**src/svmsc_pkg.sv**
```systemverilog
`timescale 1ns / 1ps
// Shared types and constants for the stereo voice mixer with soft clip.
// No dependencies; every other file refers to this package by scoped names.
package svmsc_pkg;

  localparam int SAMPLE_W = 16;
  localparam int GAIN_W   = 9;
  // Signed sample times zero-extended gain.
  localparam int PROD_W   = SAMPLE_W + GAIN_W + 1;
  localparam int ACC_W    = 32;
  localparam int THRESH_W = 15;
  localparam int CFG_IDX_W  = 8;
  localparam int CFG_DATA_W = 16;

  localparam logic [CFG_IDX_W-1:0] CFG_CLIP_THRESHOLD = 8'd0;
  localparam logic [CFG_IDX_W-1:0] CFG_MUTE           = 8'd1;

  localparam logic [THRESH_W-1:0] THRESH_RESET = 15'd28000;

  typedef struct packed {
    logic [THRESH_W-1:0] clip_threshold;
    logic                mute;
  } cfg_t;

  typedef struct packed {
    logic full;
    logic empty;
  } q_status_t;

  typedef struct packed {
    logic frame_valid;
    logic accum_zero;
  } back_status_t;

endpackage

```
**src/svmsc_front.sv**
```systemverilog
`timescale 1ns / 1ps
// Front end: takes voice transactions, scales both samples by their gains
// and hands the shifted contributions to the queue. Uses svmsc_pkg.
module svmsc_front #(
  parameter int GAIN_FRAC_BITS = 8,
  parameter int CONTRIB_W      = 25 - GAIN_FRAC_BITS
) (
  input  logic                                   clk,
  input  logic                                   rst,
  input  logic                                   in_valid,
  output logic                                   in_ready,
  input  logic signed [svmsc_pkg::SAMPLE_W-1:0]  left_sample,
  input  logic signed [svmsc_pkg::SAMPLE_W-1:0]  right_sample,
  input  logic [svmsc_pkg::GAIN_W-1:0]           left_level,
  input  logic [svmsc_pkg::GAIN_W-1:0]           right_level,
  input  logic                                   last,
  input  svmsc_pkg::q_status_t                   q_stat,
  output logic                                   q_wr_en,
  output logic [2*CONTRIB_W:0]                   q_wr_data
);

  logic signed [svmsc_pkg::PROD_W-1:0] l_prod;
  logic signed [svmsc_pkg::PROD_W-1:0] r_prod;
  logic                                p_valid;
  logic [2*CONTRIB_W:0]                p_data;
  logic                                advance;

  // The arithmetic shift is a bit-select; the bits above fit the contribution.
  assign l_prod = $signed(left_sample) * $signed({1'b0, left_level});
  assign r_prod = $signed(right_sample) * $signed({1'b0, right_level});

  assign advance   = p_valid && !q_stat.full;
  assign in_ready  = !p_valid || !q_stat.full;
  assign q_wr_en   = advance;
  assign q_wr_data = p_data;

  always_ff @(posedge clk) begin
    if (rst) begin
      p_valid <= 1'b0;
    end else if (in_valid && in_ready) begin
      p_valid <= 1'b1;
    end else if (advance) begin
      p_valid <= 1'b0;
    end
  end

  always_ff @(posedge clk) begin
    if (in_valid && in_ready) begin
      p_data <= {l_prod[GAIN_FRAC_BITS +: CONTRIB_W], r_prod[GAIN_FRAC_BITS +: CONTRIB_W], last};
    end
  end

endmodule

```
**src/svmsc_fifo.sv**
```systemverilog
`timescale 1ns / 1ps
// Short queue that decouples the front end from the accumulator.
// Register based, one write and one head read per cycle. Uses svmsc_pkg.
module svmsc_fifo #(
  parameter int WIDTH = 35,
  parameter int DEPTH = 4
) (
  input  logic                 clk,
  input  logic                 rst,
  input  logic                 wr_en,
  input  logic [WIDTH-1:0]     wr_data,
  input  logic                 rd_en,
  output logic [WIDTH-1:0]     rd_data,
  output svmsc_pkg::q_status_t stat
);

  localparam int PTR_W = (DEPTH > 1) ? $clog2(DEPTH) : 1;
  localparam int CNT_W = $clog2(DEPTH + 1);

  logic [WIDTH-1:0] mem [DEPTH];
  logic [PTR_W-1:0] wr_ptr;
  logic [PTR_W-1:0] rd_ptr;
  logic [CNT_W-1:0] count;

  assign stat.full  = (count == CNT_W'(DEPTH));
  assign stat.empty = (count == '0);
  assign rd_data    = mem[rd_ptr];

  always_ff @(posedge clk) begin
    if (rst) begin
      wr_ptr <= '0;
      rd_ptr <= '0;
      count  <= '0;
    end else begin
      if (wr_en) begin
        wr_ptr <= (wr_ptr == PTR_W'(DEPTH - 1)) ? '0 : wr_ptr + PTR_W'(1);
      end
      if (rd_en) begin
        rd_ptr <= (rd_ptr == PTR_W'(DEPTH - 1)) ? '0 : rd_ptr + PTR_W'(1);
      end
      if (wr_en && !rd_en) begin
        count <= count + CNT_W'(1);
      end else if (rd_en && !wr_en) begin
        count <= count - CNT_W'(1);
      end
    end
  end

  always_ff @(posedge clk) begin
    if (wr_en) begin
      mem[wr_ptr] <= wr_data;
    end
  end

endmodule

```
**src/svmsc_back.sv**
```systemverilog
`timescale 1ns / 1ps
// Back end: saturating accumulation of queued contributions, frame capture
// on the last voice, soft clip, clamp and mute into the output register.
// Uses svmsc_pkg.
module svmsc_back #(
  parameter int CONTRIB_W = 17
) (
  input  logic                                  clk,
  input  logic                                  rst,
  input  svmsc_pkg::cfg_t                       cfg,
  input  svmsc_pkg::q_status_t                  q_stat,
  input  logic [2*CONTRIB_W:0]                  q_rd_data,
  output logic                                  q_rd_en,
  output logic                                  out_valid,
  input  logic                                  out_ready,
  output logic signed [svmsc_pkg::SAMPLE_W-1:0] left_out,
  output logic signed [svmsc_pkg::SAMPLE_W-1:0] right_out,
  output svmsc_pkg::back_status_t               stat
);

  localparam int AW = svmsc_pkg::ACC_W;

  logic signed [CONTRIB_W-1:0] head_l;
  logic signed [CONTRIB_W-1:0] head_r;
  logic                        head_last;
  logic [AW-1:0]               left_accum;
  logic [AW-1:0]               right_accum;
  logic [AW-1:0]               left_sum;
  logic [AW-1:0]               right_sum;
  logic [AW-1:0]               frame_l;
  logic [AW-1:0]               frame_r;
  logic                        frame_valid;
  logic                        out_free;
  logic                        frame_free;
  logic                        frame_move;
  logic [svmsc_pkg::SAMPLE_W-1:0] left_clip;
  logic [svmsc_pkg::SAMPLE_W-1:0] right_clip;

  function automatic logic [AW-1:0] sat_add(logic [AW-1:0] acc, logic [CONTRIB_W-1:0] c);
    logic [AW:0] sum;
    sum = {acc[AW-1], acc} + {{(AW + 1 - CONTRIB_W){c[CONTRIB_W-1]}}, c};
    if (sum[AW] != sum[AW-1]) begin
      sat_add = sum[AW] ? {1'b1, {(AW-1){1'b0}}} : {1'b0, {(AW-1){1'b1}}};
    end else begin
      sat_add = sum[AW-1:0];
    end
  endfunction

  // Works on the magnitude; the compressed excess is floored, then the
  // magnitude is clamped to 32767 (positive) or 32768 (negative).
  function automatic logic [svmsc_pkg::SAMPLE_W-1:0] compress_sample(
    logic [AW-1:0] s, logic [svmsc_pkg::THRESH_W-1:0] t);
    logic          neg;
    logic [AW:0]   mag;
    logic [AW:0]   thr;
    logic [AW:0]   cmp;
    logic [AW:0]   lim;
    neg = s[AW-1];
    mag = neg ? (~{s[AW-1], s} + (AW+1)'(1)) : {s[AW-1], s};
    thr = (AW+1)'(t);
    if (mag > thr) begin
      cmp = thr + ((mag - thr) >> 2);
    end else begin
      cmp = mag;
    end
    lim = neg ? (AW+1)'(32768) : (AW+1)'(32767);
    if (cmp > lim) begin
      cmp = lim;
    end
    compress_sample = neg ? (~cmp[svmsc_pkg::SAMPLE_W-1:0] + svmsc_pkg::SAMPLE_W'(1))
                          : cmp[svmsc_pkg::SAMPLE_W-1:0];
  endfunction

  assign head_l    = q_rd_data[2*CONTRIB_W -: CONTRIB_W];
  assign head_r    = q_rd_data[CONTRIB_W:1];
  assign head_last = q_rd_data[0];

  assign out_free   = !out_valid || out_ready;
  assign frame_move = frame_valid && out_free;
  assign frame_free = !frame_valid || out_free;
  // Non-final voices never wait on the output side.
  assign q_rd_en    = !q_stat.empty && (!head_last || frame_free);

  assign left_sum  = sat_add(left_accum, head_l);
  assign right_sum = sat_add(right_accum, head_r);

  assign left_clip  = compress_sample(frame_l, cfg.clip_threshold);
  assign right_clip = compress_sample(frame_r, cfg.clip_threshold);

  assign stat.frame_valid = frame_valid;
  assign stat.accum_zero  = (left_accum == '0) && (right_accum == '0);

  always_ff @(posedge clk) begin
    if (rst) begin
      left_accum  <= '0;
      right_accum <= '0;
      frame_valid <= 1'b0;
      out_valid   <= 1'b0;
    end else begin
      if (q_rd_en) begin
        if (head_last) begin
          left_accum  <= '0;
          right_accum <= '0;
        end else begin
          left_accum  <= left_sum;
          right_accum <= right_sum;
        end
      end
      if (q_rd_en && head_last) begin
        frame_valid <= 1'b1;
      end else if (frame_move) begin
        frame_valid <= 1'b0;
      end
      if (frame_move) begin
        out_valid <= 1'b1;
      end else if (out_ready) begin
        out_valid <= 1'b0;
      end
    end
  end

  always_ff @(posedge clk) begin
    if (q_rd_en && head_last) begin
      frame_l <= left_sum;
      frame_r <= right_sum;
    end
    if (frame_move) begin
      left_out  <= cfg.mute ? '0 : $signed(left_clip);
      right_out <= cfg.mute ? '0 : $signed(right_clip);
    end
  end

endmodule

```
**src/stereo_voice_mix_soft_clip_core.sv**
```systemverilog
`timescale 1ns / 1ps
// Stereo voice mixer with soft clip, top level.
// Depends on svmsc_pkg, svmsc_front, svmsc_fifo and svmsc_back.
//
// Each input transaction carries one voice: a signed stereo sample pair and
// unsigned left and right gains with GAIN_FRAC_BITS fraction bits. Each
// sample is scaled by its gain, shifted right arithmetically and added into
// a saturating 32-bit accumulator per side. A transaction with last set
// closes the frame: one output transaction carries both sums after soft
// clipping (a quarter of the excess over clip_threshold is kept) and a clamp
// to 16 bits, or zeros while mute is set. The accumulators then restart.
// One voice is accepted per cycle while in_ready is high. After its last
// voice is accepted, a frame passes from the product register into the
// queue, from the queue into the accumulator and frame register, and
// through the clip into the output register.
// The output register holds its transaction while out_ready is low; the
// frame register and a four-entry queue keep voices flowing meanwhile, and
// in_ready drops only once the queue and the product register are full.
// Configuration writes (index 0: clip_threshold, 1: mute) are always taken
// and belong in idle periods. Reset empties the pipeline, zeroes both
// accumulators, sets the threshold to 28000 and clears mute.
module stereo_voice_mix_soft_clip_core #(
  parameter int GAIN_FRAC_BITS = 8
) (
  input  logic                                   clk,
  input  logic                                   rst,
  input  logic                                   in_valid,
  output logic                                   in_ready,
  input  logic signed [svmsc_pkg::SAMPLE_W-1:0]  left_sample,
  input  logic signed [svmsc_pkg::SAMPLE_W-1:0]  right_sample,
  input  logic [svmsc_pkg::GAIN_W-1:0]           left_level,
  input  logic [svmsc_pkg::GAIN_W-1:0]           right_level,
  input  logic                                   last,
  output logic                                   out_valid,
  input  logic                                   out_ready,
  output logic signed [svmsc_pkg::SAMPLE_W-1:0]  left_out,
  output logic signed [svmsc_pkg::SAMPLE_W-1:0]  right_out,
  input  logic                                   cfg_valid,
  output logic                                   cfg_ready,
  input  logic [svmsc_pkg::CFG_IDX_W-1:0]        cfg_index,
  input  logic [svmsc_pkg::CFG_DATA_W-1:0]       cfg_data
);

  // Widest shifted product of a 16-bit sample and a 9-bit gain.
  localparam int CONTRIB_W = svmsc_pkg::PROD_W - 1 - GAIN_FRAC_BITS;
  localparam int QW        = 2 * CONTRIB_W + 1;
  localparam int Q_DEPTH   = 4;

  svmsc_pkg::cfg_t         cfg;
  svmsc_pkg::q_status_t    q_stat;
  svmsc_pkg::back_status_t bk_stat;
  logic                    q_wr_en;
  logic [QW-1:0]           q_wr_data;
  logic                    q_rd_en;
  logic [QW-1:0]           q_rd_data;

  assign cfg_ready = 1'b1;

  always_ff @(posedge clk) begin
    if (rst) begin
      cfg.clip_threshold <= svmsc_pkg::THRESH_RESET;
      cfg.mute           <= 1'b0;
    end else if (cfg_valid && cfg_ready) begin
      unique case (cfg_index)
        svmsc_pkg::CFG_CLIP_THRESHOLD: cfg.clip_threshold <= cfg_data[svmsc_pkg::THRESH_W-1:0];
        svmsc_pkg::CFG_MUTE:           cfg.mute           <= cfg_data[0];
        default: ;
      endcase
    end
  end

  svmsc_front #(
    .GAIN_FRAC_BITS(GAIN_FRAC_BITS),
    .CONTRIB_W     (CONTRIB_W)
  ) u_front (
    .clk         (clk),
    .rst         (rst),
    .in_valid    (in_valid),
    .in_ready    (in_ready),
    .left_sample (left_sample),
    .right_sample(right_sample),
    .left_level  (left_level),
    .right_level (right_level),
    .last        (last),
    .q_stat      (q_stat),
    .q_wr_en     (q_wr_en),
    .q_wr_data   (q_wr_data)
  );

  svmsc_fifo #(
    .WIDTH(QW),
    .DEPTH(Q_DEPTH)
  ) u_fifo (
    .clk    (clk),
    .rst    (rst),
    .wr_en  (q_wr_en),
    .wr_data(q_wr_data),
    .rd_en  (q_rd_en),
    .rd_data(q_rd_data),
    .stat   (q_stat)
  );

  svmsc_back #(
    .CONTRIB_W(CONTRIB_W)
  ) u_back (
    .clk      (clk),
    .rst      (rst),
    .cfg      (cfg),
    .q_stat   (q_stat),
    .q_rd_data(q_rd_data),
    .q_rd_en  (q_rd_en),
    .out_valid(out_valid),
    .out_ready(out_ready),
    .left_out (left_out),
    .right_out(right_out),
    .stat     (bk_stat)
  );

  // The front end only stalls when the queue cannot take its product.
  a_stall_only_when_full: assert property (@(posedge clk) disable iff (rst)
    !in_ready |-> q_stat.full)
    else $error("input stalled while the queue had room");

  // A new output transaction always comes from a captured frame.
  a_out_from_frame: assert property (@(posedge clk) disable iff (rst)
    $rose(out_valid) |-> $past(bk_stat.frame_valid))
    else $error("output raised without a pending frame");

  // Reset leaves an empty pipeline and cleared accumulators.
  a_reset_clean: assert property (@(posedge clk) disable iff (rst)
    $past(rst) |-> !out_valid && !bk_stat.frame_valid && bk_stat.accum_zero && q_stat.empty)
    else $error("pipeline not clean after reset");

endmodule

```
**config.mk**
```make
export PLATFORM = sky130hd
export DESIGN_NAME = stereo_voice_mix_soft_clip_core
export DESIGN_NICKNAME = d
export VERILOG_FILES = /design/src/svmsc_pkg.sv /design/src/svmsc_front.sv /design/src/svmsc_fifo.sv /design/src/svmsc_back.sv /design/src/stereo_voice_mix_soft_clip_core.sv
export SDC_FILE = /design/constraint.sdc
export NUM_CORES = 2
export LEC_CHECK = 0
export ABC_AREA = 1
export BUFFER_PORTS_ARGS = -buffer_cell sky130_fd_sc_hd__buf_4
export CORE_ASPECT_RATIO = 0.7
export CORE_UTILIZATION = 51
export DETAILED_ROUTE_END_ITERATION = 6
export GPL_TIMING_DRIVEN = 0
export PLACE_DENSITY = 0.66
export SETUP_SLACK_MARGIN = 0.15
export SYNTH_ARGS = -nofsm -noshare
export SYNTH_HDL_FRONTEND = slang
export SYNTH_SLANG_ARGS = --single-unit
```
**constraint.sdc**
```tcl
create_clock -name clk -period 8.9 [get_ports clk]
set_clock_uncertainty 0.2 [all_clocks]
set_input_delay 1.335 -clock clk [delete_from_list [all_inputs] [get_ports clk]]
set_output_delay 1.335 -clock clk [all_outputs]
set_load 0.05 [all_outputs]
```
=== After elaboration in Yosys (flattened, before gate mapping) ===
Memories as Yosys holds them, arrays and structs flattened. A register that Yosys moved wholly into a read port is not among the register bits.
Cells that the tools add are included.

* Bitwise gates (word level): 4
* $lt $le $gt $ge: 4
* Add/subtract/negate cells: 14
* Equal/unequal tests: 6
* Shift-type cells: 0
* Muxes and demuxes: 30
* Div/mod/pow operators: 0
* Multiply operators: 2
* Reductions and logical operators: 27

{| class="wikitable"
|+ Operators with widths
! operator !! number
|-
| 32-bit 2-to-1 mux || 6
|-
| 33-bit 2-to-1 mux || 4
|-
| 16-bit 2-to-1 mux || 6
|-
| 32-bit by 17-bit adder with 33-bit output || 2
|-
| 33-bit by 1-bit adder with 33-bit output, second input constant || 2
|-
| 33-bit by 15-bit greater-than comparator with 1-bit output || 2
|-
| 33-bit by 16-bit greater-than comparator with 1-bit output || 2
|-
| 33-bit inverter || 2
|-
| 33-bit by 15-bit subtractor with 33-bit output || 2
|-
| 15-bit by 31-bit adder with 32-bit output || 2
|-
| 16-bit by 10-bit multiplier with 25-bit output || 2
|-
| 16-bit by 1-bit adder with 16-bit output, second input constant || 2
|-
| 16-bit inverter || 2
|-
| 8-bit by 1-bit equality test with 1-bit output, second input constant || 1
|-
| 1-bit zero test || 8
|-
| 8-bit zero test || 1
|-
| 1-bit 2-to-1 mux || 8
|-
| 2-bit 2-to-1 mux || 4
|-
| 2-bit nonzero test || 4
|-
| 1-bit logical AND || 7
|-
| 3-bit 2-to-1 mux || 2
|-
| 2-bit by 1-bit adder with 2-bit output, second input constant || 2
|-
| 2-bit equality test, second input constant || 2
|-
| 1-bit logical OR || 4
|-
| other kinds (6) || 8
|}

* Bits in latches: 0
* Register bits after elaboration: 221
* Logic and storage cells: 103
* Memories: 1
* Bits in read-only memories: 0
* Output and inout bits: 35
* Bits in writable memories: 140
* Input bits: 80

{| class="wikitable"
|+ Memories
! memory !! words !! bits a word !! rd ports !! clocked after memory_dff !! write ports !! RTL line !! text
|-
| u_fifo.mem || 4 || 35 || 1 || 1 || 1 || svmsc_fifo.sv:20 || <nowiki>logic [WIDTH-1:0] mem [DEPTH];</nowiki>
|}

=== Logic depth before layout (Yosys ltp) ===
* Depth in word-level cells: 11
* Gate-level depth with buffers: 48
* Depth with buffers taken out: 46

=== Cells and area by module ===
Synthesis repeated with hierarchy kept, for this count alone.

* Cell total of the unflattened synthesis: 4949
* Area total of the unflattened synthesis: 37089.3 um^2

{| class="wikitable"
|+ Modules (own cells, without submodules)
! module !! cells an instance !! area an instance (um^2) !! times used !! sequential area each (um^2)
|-
| svmsc_back || 2790 || 18223.7 || 1 || 4204.0
|-
| svmsc_front || 1659 || 12467.0 || 1 || 1071.0
|-
| svmsc_fifo || 397 || 5635.4 || 1 || 4384.2
|-
| stereo_voice_mix_soft_clip_core || 103 || 763.2 || 1 || 320.3
|}

=== Least setup slack after synthesis ===
No wires, ideal clock.

* Path kind: reg-to-reg
* From: reg u_back.frame_l[31]
* To: reg u_back.left_out[12] (netlist bit), data pin
* Library setup time: 255 ps
* Clock period less this slack: 7448 ps
* Data arrival time: 6993 ps
* Path slack: 1452 ps
* Cell stages (with the launch flop): 42
* Required time: 8445 ps
* Path buffers: 5
* Cells stage by stage: edfxtp_1 > buf_2 > buf_2 > clkbuf_1 > o21ai_0 > ha_1 > a21oi_1 > o21ai_0 > a221o_1 > xor2_1 > ha_1 > nand4_1 > o211a_1 > o21ai_0 > a21oi_1 > o21a_1 > xor2_1 > o21ai_0 > (+6 left out) > a21oi_1 > a31o_2 > nand3_2 > nor2_8 > nand2_4 > nand2_4 > buf_8 > buf_6 > inv_2 > a31oi_1 > ha_1 > nand3_1 > nor2_2 > nand3_1 > nand2_1 > nand3b_1 > nand2_1 > nor2_1

* Cells in the longest elaborated chain, start to end: 11
* Elaborated cells between the ends (all ways): 13
* Those cells by class: add/sub (4); order compare (2); mux (5); bitwise (2)

{| class="wikitable"
|+ Ends and longest elaborated chain
! element !! RTL line !! text
|-
| from (decl) || svmsc_back.sv:30 || <nowiki>logic [AW-1:0] frame_l;</nowiki>
|-
| from (signal assigned) || svmsc_back.sv:124 || <nowiki>frame_l <= left_sum;</nowiki>
|-
| 33-bit inverter || svmsc_back.sv:59 || <nowiki>mag = neg ? (~{s[AW-1], s} + (AW+1)'(1)) : {s[AW-1], s};</nowiki>
|-
| 33-bit by 1-bit adder with 33-bit output || svmsc_back.sv:59 ||
|-
| 33-bit 2-to-1 mux || svmsc_back.sv:59 ||
|-
| 33-bit by 15-bit subtractor with 33-bit output || svmsc_back.sv:62 || <nowiki>cmp = thr + ((mag - thr) >> 2);</nowiki>
|-
| 15-bit by 31-bit adder with 32-bit output || svmsc_back.sv:62 ||
|-
| 33-bit 2-to-1 mux || svmsc_back.sv:61 || <nowiki>if (mag > thr) begin</nowiki>
|-
| 33-bit by 16-bit greater-than comparator with 1-bit output || svmsc_back.sv:67 || <nowiki>if (cmp > lim) begin</nowiki>
|-
| 16-bit 2-to-1 mux || svmsc_back.sv:67 ||
|-
| 16-bit inverter || svmsc_back.sv:70 || <nowiki>compress_sample = neg ? (~cmp[svmsc_pkg::SAMPLE_W-1:0] + svmsc_pkg::SAMPLE_W'(1))</nowiki>
|-
| 16-bit by 1-bit adder with 16-bit output || svmsc_back.sv:70 ||
|-
| 16-bit 2-to-1 mux * || svmsc_back.sv:70 ||
|-
| to (signal assigned) || svmsc_back.sv:128 || <nowiki>left_out <= cfg.mute ? '0 : $signed(left_clip);</nowiki>
|-
| to (decl) || svmsc_back.sv:16 || <nowiki>output logic signed [svmsc_pkg::SAMPLE_W-1:0] left_out,</nowiki>
|}

Every way passes the cells marked *; elsewhere a longest branch is shown, timed or not.
A chain may end at the register's enable or synchronous reset.

=== Worst setup path in the final report ===
Same ends and word-level chain as after synthesis.

==> metrics <==
Final Util=roughly 56%; Nets=~5300; Slowest cell on crit path=ha_1; Avg WL per Cell=approximately 16 um; worst hold path class=register to register; CP Launch Point=u_back.frame_l[31]$_DFFE_PP_; DR pass1 iterations=6; Setup crit start kind=register; insertion delay to the later sink of the worst-skew pair=around 0.57 ns; cells after synthesis=around 4600; worst-path maximum fanout=19; ys flop type=edfxtp_1; vias in the first global route=roughly 28000; Synth area leaders=edfxtp_1, fa_1, nand2_1; Num CTS Buffers=39; flip-flop and latch count after synthesis=363; floorplan row count=80; initial antenna violation count=2; Longest Clk Path Bufs=3; Syn-to-layout area delta=8.73%; launch point of the worst hold path=u_back.left_accum[11]$_SDFFE_PP0P_; final worst-path cycle share=between 90% and 100%; distinct cell type count after synthesis=64; Setup CP Type=register to register; Placeable Area=~70000 sq um; I/O pin total=~120; first-pass GRT wire length=around 150000 um; HPWL after DPL=a little over 70000 um; Synth Area per Inst=just under 8 sq um; CTS HTree Levels=2; drt via density=approximately 5.3; CP max stage delay=about 0.42 ns; FMAX=approximately 120 MHz; EDFF count, synth=between 200 and 300; worst r2r src=u_back.frame_l[31]$_DFFE_PP_; total track usage=approximately 26%; Yosys Warn Count=0; Register-to-Register Setup Slack=just under 0.8 ns; Post-synth top cells=nand2_1, inv_1, nor2_1; Synth area leader=edfxtp_1; Post-DRT Antenna Nets=0; Bufs and invs on worst path=6; most frequent cell after synthesis=nand2_1; Worst EP arrival=approximately 8.3 ns; die area=approximately 71000 sq um; slew margin rel.=between 20% and 30%; DR iter-0 viols=between 2000 and 2500; setup_tns=0 ns; CTS root buffer=clkbuf_16; RSZ-0062 raised after global routing=true; maxcap violations=0; netlist area before placement=approximately 35000 sq um; status=complete, no violations; DRC Markers=0; asr flop ratio synth=0%; Crit path required time=about 9.0 ns; post-synth top area share=23.0%; global route overflow=0; Crit path max-delay family=compound AO/OA/AOI/OAI gates; Placer Congestion=between 0.9 and 1; via count=between 20000 and 30000; TritonCTS clock tree=yes; Post-CTS Hold Buffers=0; endpoints failing hold=0; clk sinks=363; # port buffers=65; Worst-path clk slew=about 0.070 ns; Starting Density=a little over 50%; sequential cell area fraction in the yosys report=28.2%; measured slew at the worst slew-check pin=between 1 and 1.5 ns; Die H=roughly 220 um; syn nets=5166; minimum clock period=8.12 ns; Routed Wire Length=just under 90000 um; share of cells above drive strength 1=under 10%; Die W=about 320 um; Final setup viols=0; Slew Viols, Final=0; Worst setup EP type=register; pin count of the biggest net entering global routing=36
==> layout by cell type, fill, tap and decap left out, drive strengths merged, types with 11 or more instances in the layout <==
cell,synthesis,layout
nand2,1233,1233
xnor2,81,81
o21bai,11,11
fa,241,241
edfxtp,271,271
a21boi,17,17
dfxtp,92,92
inv,739,741
a31oi,16,16
a21o,13,13
clkbuf,121,171
clkinv,5,15
a21oi,282,282
nand3,222,222
xor2,111,111
buf,34,105
o22ai,33,33
o21ai,241,241
ha,272,272
nand3b,12,12
nand4,51,51
nor2,379,379
nor3,28,28
o211ai,14,14
==> kinds of logic (layout without fill, tap and decap cells) <==
| group | count (synthesis) | count (layout) | share of synthesized area, % |
|---|---|---|---|
| AND/OR/NAND/NOR | 1941 | 1941 | 23.8 |
| buffers and inverters | 899 | 1038 | 9.75 |
| AO/OA/AOI/OAI | 664 | 664 | 10.4 |
| adder cells (fa/ha/maj) | 513 | 513 | 23.2 |
| flip-flops | 363 | 363 | 28.2 |
| XOR/XNOR | 192 | 192 | 4.74 |
| other | 1 | 2 | 0.0106 |
==> what timing repair did <==
| action | CTS | global route |
|---|---|---|
| buffers inserted | 3 | 0 |
| pin swaps | 0 | 0 |
| resized for setup | 0 | 21 |
| cloned | 0 | 0 |
| hold endpoints to repair | 0 | 0 |
| endpoints found under the setup margin | 13 | 17 |
==> state kept, by name, summed over array words and instances, names as in the netlist, 3 cells and up, named ones only <==
register and flops:
cfg 16, u_back.frame_l 32, u_back.frame_r 32, u_back.left_accum 32, u_back.left_out 16, u_back.right_accum 32, u_back.right_out 16, u_fifo.count 3
u_fifo.mem 140, u_front.q_wr_data 35
==> worst paths after layout <==
kind,end,cells past startpoint
worst max register to register,u_back.left_out[12]$_SDFFCE_PP0P_,41
worst max-delay path,u_back.left_out[12]$_SDFFCE_PP0P_,41
worst min register to register,u_back.left_accum[11]$_SDFFE_PP0P_,2
worst min-delay path,u_back.left_accum[11]$_SDFFE_PP0P_,2
==> worst reg2reg max path, delay by kind of cell, from the launching register on <==
family	cells	cell delay, ns
AO/OA/AOI/OAI	13	2.71
adder cells (fa/ha/maj)	4	1.35
buffers and inverters	6	0.97
XOR/XNOR	3	0.57
AND/OR/NAND/NOR	15	1.71
flip-flops	1	0.39
==> through the flow <==
stage	cells	area (sq um)	setup slack, ns	hold slack [ns]
finish	5615	38500	0.779	0.270
global route	5614	38500	0.124	0.289
CTS	5614	38500	0.347	0.270
detailed placement	5546	37300	-0.588	0.260
global placement	5540	37100	-0.446	0.257
floorplan	4573	35400	1.45	0.249
==> per-layer routing <==
metal / vias to the layer above / track usage (%) / wire [um]
met5: - / 0 / 0
met4: 0 / 5.19 / 1440
met3: 97 / 3.19 / 5950
met2: 848 / 39.4 / 38200
met1: 13704 / 38.3 / 43000
li1: 14905 / - / -
==> area by class of cell <==
class,instances,area [sq um]
Antenna cell,1,2.50
Fill cell,6447,29900
Timing Repair Buffer,74,646
Clock inverter,18,180
Multi-Input combinational cell,3311,22100
Tap cell,902,1130
Inverter,744,2790
Clock buffer,48,1040
Buffer,154,667
Sequential cell,363,9980
Power is left out: the tool's default activity adds up to more than one toggle a clock period on the data nets, which glitch-free logic cannot reach.
